File: config.mk
export PLATFORM = sky130hd
export DESIGN_NAME = fbpt_mulmod
export DESIGN_NICKNAME = d
export VERILOG_FILES = /design/src/hw/rtl/fbpt_pkg.sv /design/src/hw/rtl/fbpt_mulmod.sv
export SDC_FILE = /design/constraint.sdc
export NUM_CORES = 1
export LEC_CHECK = 0
export BUFFER_PORTS_ARGS = -buffer_cell sky130_fd_sc_hd__buf_2
export CORE_MARGIN = 2
export CORE_UTILIZATION = 25
export DETAILED_ROUTE_END_ITERATION = 6
export GPL_TIMING_DRIVEN = 0
export PLACE_DENSITY = 0.44
export SETUP_SLACK_MARGIN = 0.5
export SLEW_MARGIN = 5
export SYNTH_ARGS = -nofsm -noshare
export SYNTH_HDL_FRONTEND = slang
export SYNTH_SLANG_ARGS = --single-unit
export TNS_END_PERCENT = 100
File: constraint.sdc
create_clock -name clk_i -period 6.6 [get_ports clk_i]
set_input_delay 0.33 -clock clk_i [delete_from_list [all_inputs] [get_ports clk_i]]
set_output_delay 0.33 -clock clk_i [all_outputs]
set_load 0.01 [all_outputs]
File: src/hw/rtl/fbpt_pkg.sv
// Package for the base-2 Fermat primality test block.
// Holds width constants, the sequencer state type and the multiplier control struct; no dependencies.
package fbpt_pkg;
  localparam int unsigned CandWidth    = 32;
  localparam int unsigned DefaultWidth = 32;

  typedef enum logic [2:0] {
    ST_IDLE,
    ST_SQ,
    ST_DBL,
    ST_DONE
  } seq_state_e;

  typedef struct packed {
    logic start;
    logic done;
  } mul_ctrl_t;
endpackage

File: src/hw/rtl/fbpt_mulmod.sv
// Bit-serial modular multiplier: one shift-add-reduce step per cycle.
// Depends on fbpt_pkg.
module fbpt_mulmod import fbpt_pkg::*; #(
  parameter int unsigned Width = DefaultWidth
) (
  input  logic             clk_i,
  input  logic             rst_ni,
  input  logic             start_i,
  input  logic [Width-1:0] a_i,
  input  logic [Width-1:0] b_i,
  input  logic [Width-1:0] m_i,
  output mul_ctrl_t        ctrl_o,
  output logic [Width-1:0] p_o
);
  localparam int unsigned CntW = $clog2(Width);

  logic [Width-1:0] acc_q, acc_d, b_q, b_d;
  logic [CntW-1:0]  cnt_q, cnt_d;
  logic             busy_q, busy_d, done_q, done_d;
  logic [Width:0]   dbl, sum1;
  logic [Width-1:0] r1;

  // Double then conditionally add, each reduced by one compare-subtract.
  always_comb begin
    dbl  = {acc_q, 1'b0};
    r1   = (dbl >= {1'b0, m_i}) ? Width'(dbl - {1'b0, m_i}) : dbl[Width-1:0];
    sum1 = {1'b0, r1} + {1'b0, a_i};
    acc_d = acc_q;
    b_d = b_q;
    cnt_d = cnt_q;
    busy_d = busy_q;
    done_d = 1'b0;
    if (start_i) begin
      acc_d = '0;
      b_d = b_i;
      cnt_d = CntW'(Width - 1);
      busy_d = 1'b1;
    end else if (busy_q) begin
      acc_d = r1;
      if (b_q[Width-1]) begin
        acc_d = (sum1 >= {1'b0, m_i}) ? Width'(sum1 - {1'b0, m_i}) : sum1[Width-1:0];
      end
      b_d = {b_q[Width-2:0], 1'b0};
      cnt_d = cnt_q - 1'b1;
      if (cnt_q == '0) begin
        busy_d = 1'b0;
        done_d = 1'b1;
      end
    end
  end

  always_ff @(posedge clk_i or negedge rst_ni) begin
    if (!rst_ni) begin
      busy_q <= 1'b0;
      done_q <= 1'b0;
      cnt_q  <= '0;
    end else begin
      busy_q <= busy_d;
      done_q <= done_d;
      cnt_q  <= cnt_d;
    end
  end

  always_ff @(posedge clk_i) begin
    acc_q <= acc_d;
    b_q   <= b_d;
  end

  assign ctrl_o.start = start_i;
  assign ctrl_o.done  = done_q;
  assign p_o = acc_q;

  a_done_after_busy: assert property (@(posedge clk_i) disable iff (!rst_ni)
    done_q |-> $past(busy_q)) else $error("done without busy");
  a_no_start_busy: assert property (@(posedge clk_i) disable iff (!rst_ni)
    busy_q |-> !ctrl_o.done) else $error("done while busy");
endmodule

==> impl_metrics.toml <==
[status]
status = "finished with violations"
violations = "negative setup slack"

[die]
die_height_um = 196
fp.dieW_um = 196
coreArea_um2 = 36400
rows = 70
die_area_um2 = 38400
start_util_pct = 25.3
ios = 133

[worst_setup_path]
slowest_stage = "or3_4"
cp-start-kind = "flip-flop"
crit_fanout = 8
cp-end-kind = "flip-flop"
reg2reg_depth = 33
cp_slowest_stage_delay_ns = 0.45
regToRegStartpoint = "p_o[5]$_SDFFE_PP0P_"
timing.rr.end = "p_o[8]$_SDFFE_PP0P_"
worst-endpoint-arrival_ns = 7.24
critPathKind = "flip-flop to flip-flop"
crit_path_frequent_cell = "buf_6"
cp_data_required_time_ns = 6.81
reg2reg_slack_ns = -0.43

[route]
drtIter0Drc = 597
vias = 9988
wl_um = 38800
first_pass_iters = 5
ant_nets = 0
vias_per_cell = 5.32
wl_per_cell_um = 20.6
drc = 0

[synth]
yosysWarnings = 0
syn_area_um2 = 9220
syn-instance-count = 1154
synth_top_cell_by_area = "ha_1"
synthesis.nets = 1354
synth_top_area_share_pct = 13.3
synth.distinct_cells = 86
synth-edff-count = 32
yosys-top-cells-area = "ha_1, edfxtp_1, dfxtp_1"
synth_area_per_cell_um2 = 7.99
yosysSeqAreaShare_pct = 19.3
post_synth_most_frequent_cells = "a21oi_1, ha_1, nand2_1"
async_flop_share_pct = 9.86
ys.flop_type = "edfxtp_1"
ys_ff_latch = 71
yosys.cell_count.top_type = "a21oi_1"

[min_path]
worstHoldStart = "b_i[0]"
hold_depth = 2
worstHoldEndpoint = "b_q[0]$_SDFFCE_PN0P_"
hp-class = "input pin to flip-flop"

[finish]
diodes = 0
fin_util_pct = 36.0
syn2layout_area_growth_pct = 42.1
regArea_um2 = 1800
n_fill_cell = 3862
drive_above_1_share_pct = 37.7
multi_input_area_um2 = 8160
nets = 1604

[timing]
clock.fmax_mhz = 142
tightestPinTransition_ns = 1.27
final_hold_viol_count = 0
finalSetupViolations = 32
rsz0062_at_grt = "yes"
finalClockSkew_ns = 0.0117
whs_ns = 0.269
setup_slack_ns = -0.433
tns_ns = -10.65
timing.final.crit_share_pct = 107
timing.final.max_slew_violations = 0
final_period_minus_worst_setup_slack_ns = 7.03
slew_headroom_pct = 15.1

[clock_network]
clockBufferDepth = 2
root_buffer = "clkbuf_16"
clkTransAtPathRegs_ns = 0.07
numClockSinks = 71
worstSkewPairLatency_ns = 0.36
cts_tree = "yes"
cts_buffers = 9
htreeDepth = 3

[global_route]
track_usage_pct = 19.6
overflow = 0
use_met1_pct = 26.4
gr-usage-met3_pct = 3.01
gr-usage-met2_pct = 32.5
grt_max_degree = 33
first_global_vias = 9635
grt_pass1_wl_um = 57000
grt-busiest-layer = "met2"
antenna_found_initial = 0

[place]
dp_hpwl_um = 29900
port_buffers = 132
gp_congestion = 0.881
place_ws_ns = -1.73

[run]
drv_cap = 0
==> timing repair <==
action                                  4_1_cts  5_1_grt
buffers inserted                             81       23
hold buffers                                  1        0
cloned                                        2        0
gates resized for setup                     188       64
pin swaps                                    66       39
hold endpoints to repair                      7        0
endpoints found under the setup margin       32       32
==> logic make-up (layout without fill, tap and decap cells) <==
group	after synthesis	after routing	synth area share, %
flops	71	71	19.3
simple gates	327	327	17.2
mux	59	59	7.39
compound gates	395	395	29.1
buf+inv	122	377	5.67
fa+ha+maj	101	101	13.9
xor+xnor	79	79	7.50
==> per-layer routing <==
metal / wire length, um / vias up
li1: - / 4801
met1: 17900 / 4837
met2: 18000 / 308
met3: 1930 / 42
met4: 915 / 0
met5: 0 / -
==> flip-flops by register name, indices dropped and copies added (netlist names) <==
signal	count
p_o	32
b_q	32
done_q	1
cnt_q	5
busy_q	1
==> layout make-up <==
cell class,count,area share [%]
plain buffers,52,3.33
inverters,70,2.00
clock buffers,9,1.72
clock inverters,7,0.468
multi-input cells,961,62.2
repair buffers,239,12.0
flip-flops and latches,71,13.8
well taps,468,4.47
==> per-stage QoR <==
| step | instance area (um2) | cells |
|---|---|---|
| 2_1_floorplan | 9520 | 1154 |
| 3_3_place_gp | 10800 | 1754 |
| 3_5_place_dp | 10800 | 1754 |
| 4_1_cts | 12600 | 1854 |
| 5_1_grt | 13100 | 1877 |
| 6_report | 13100 | 1877 |
==> how the worst max path moves through the flow <==
stage	start	end	slack [ns]	depth (start not counted)
after floorplan	p_o[13]$_SDFFE_PP0P_	p_o[11]$_SDFFE_PP0P_	0.33	31
after global placement	m_i[2]	p_o[11]$_SDFFE_PP0P_	-1.72	32
after detailed placement	m_i[3]	p_o[11]$_SDFFE_PP0P_	-1.73	32
after CTS	p_o[13]$_SDFFE_PP0P_	p_o[11]$_SDFFE_PP0P_	-0.20	30
after global routing	p_o[5]$_SDFFE_PP0P_	p_o[2]$_SDFFE_PP0P_	-0.64	35
final	p_o[5]$_SDFFE_PP0P_	p_o[8]$_SDFFE_PP0P_	-0.43	33
==> layout by cell type (no fill, tap or decap), types with 10 or more instances in the layout <==
cell / count
mux2_2: 33
xnor2_1: 41
xor2_1: 30
nand4_1: 14
a22oi_1: 10
mux2_4: 10
mux2i_1: 12
o21ai_0: 39
dfxtp_1: 20
a21o_1: 28
nor2_1: 75
edfxtp_1: 32
nand2b_1: 16
buf_4: 98
o21a_1: 21
a31oi_1: 10
ha_1: 66
ha_4: 27
nand3_1: 27
buf_6: 16
a221o_1: 13
nand2_1: 84
a21oi_1: 90
nor3_1: 16
nor2b_1: 10
o21ai_1: 17
clkbuf_1: 14
o211ai_1: 17
a21oi_2: 23
buf_2: 136
inv_1: 65
==> critical path, delay by kind of cell (launching register included) <==
| kind | cells | cell delay, ns |
|---|---|---|
| AOI/OAI and AO/OA | 13 | 2.75 |
| buffers and inverters | 9 | 1.37 |
| and+or+nand+nor | 5 | 0.94 |
| adders and majority gates | 3 | 0.88 |
| muxes | 2 | 0.41 |
| DFF | 1 | 0.35 |
| xor gates and xnor gates | 1 | 0.15 |
Power is left out: the tool's default activity adds up to more than one toggle a clock period on the data nets, which glitch-free logic cannot reach.
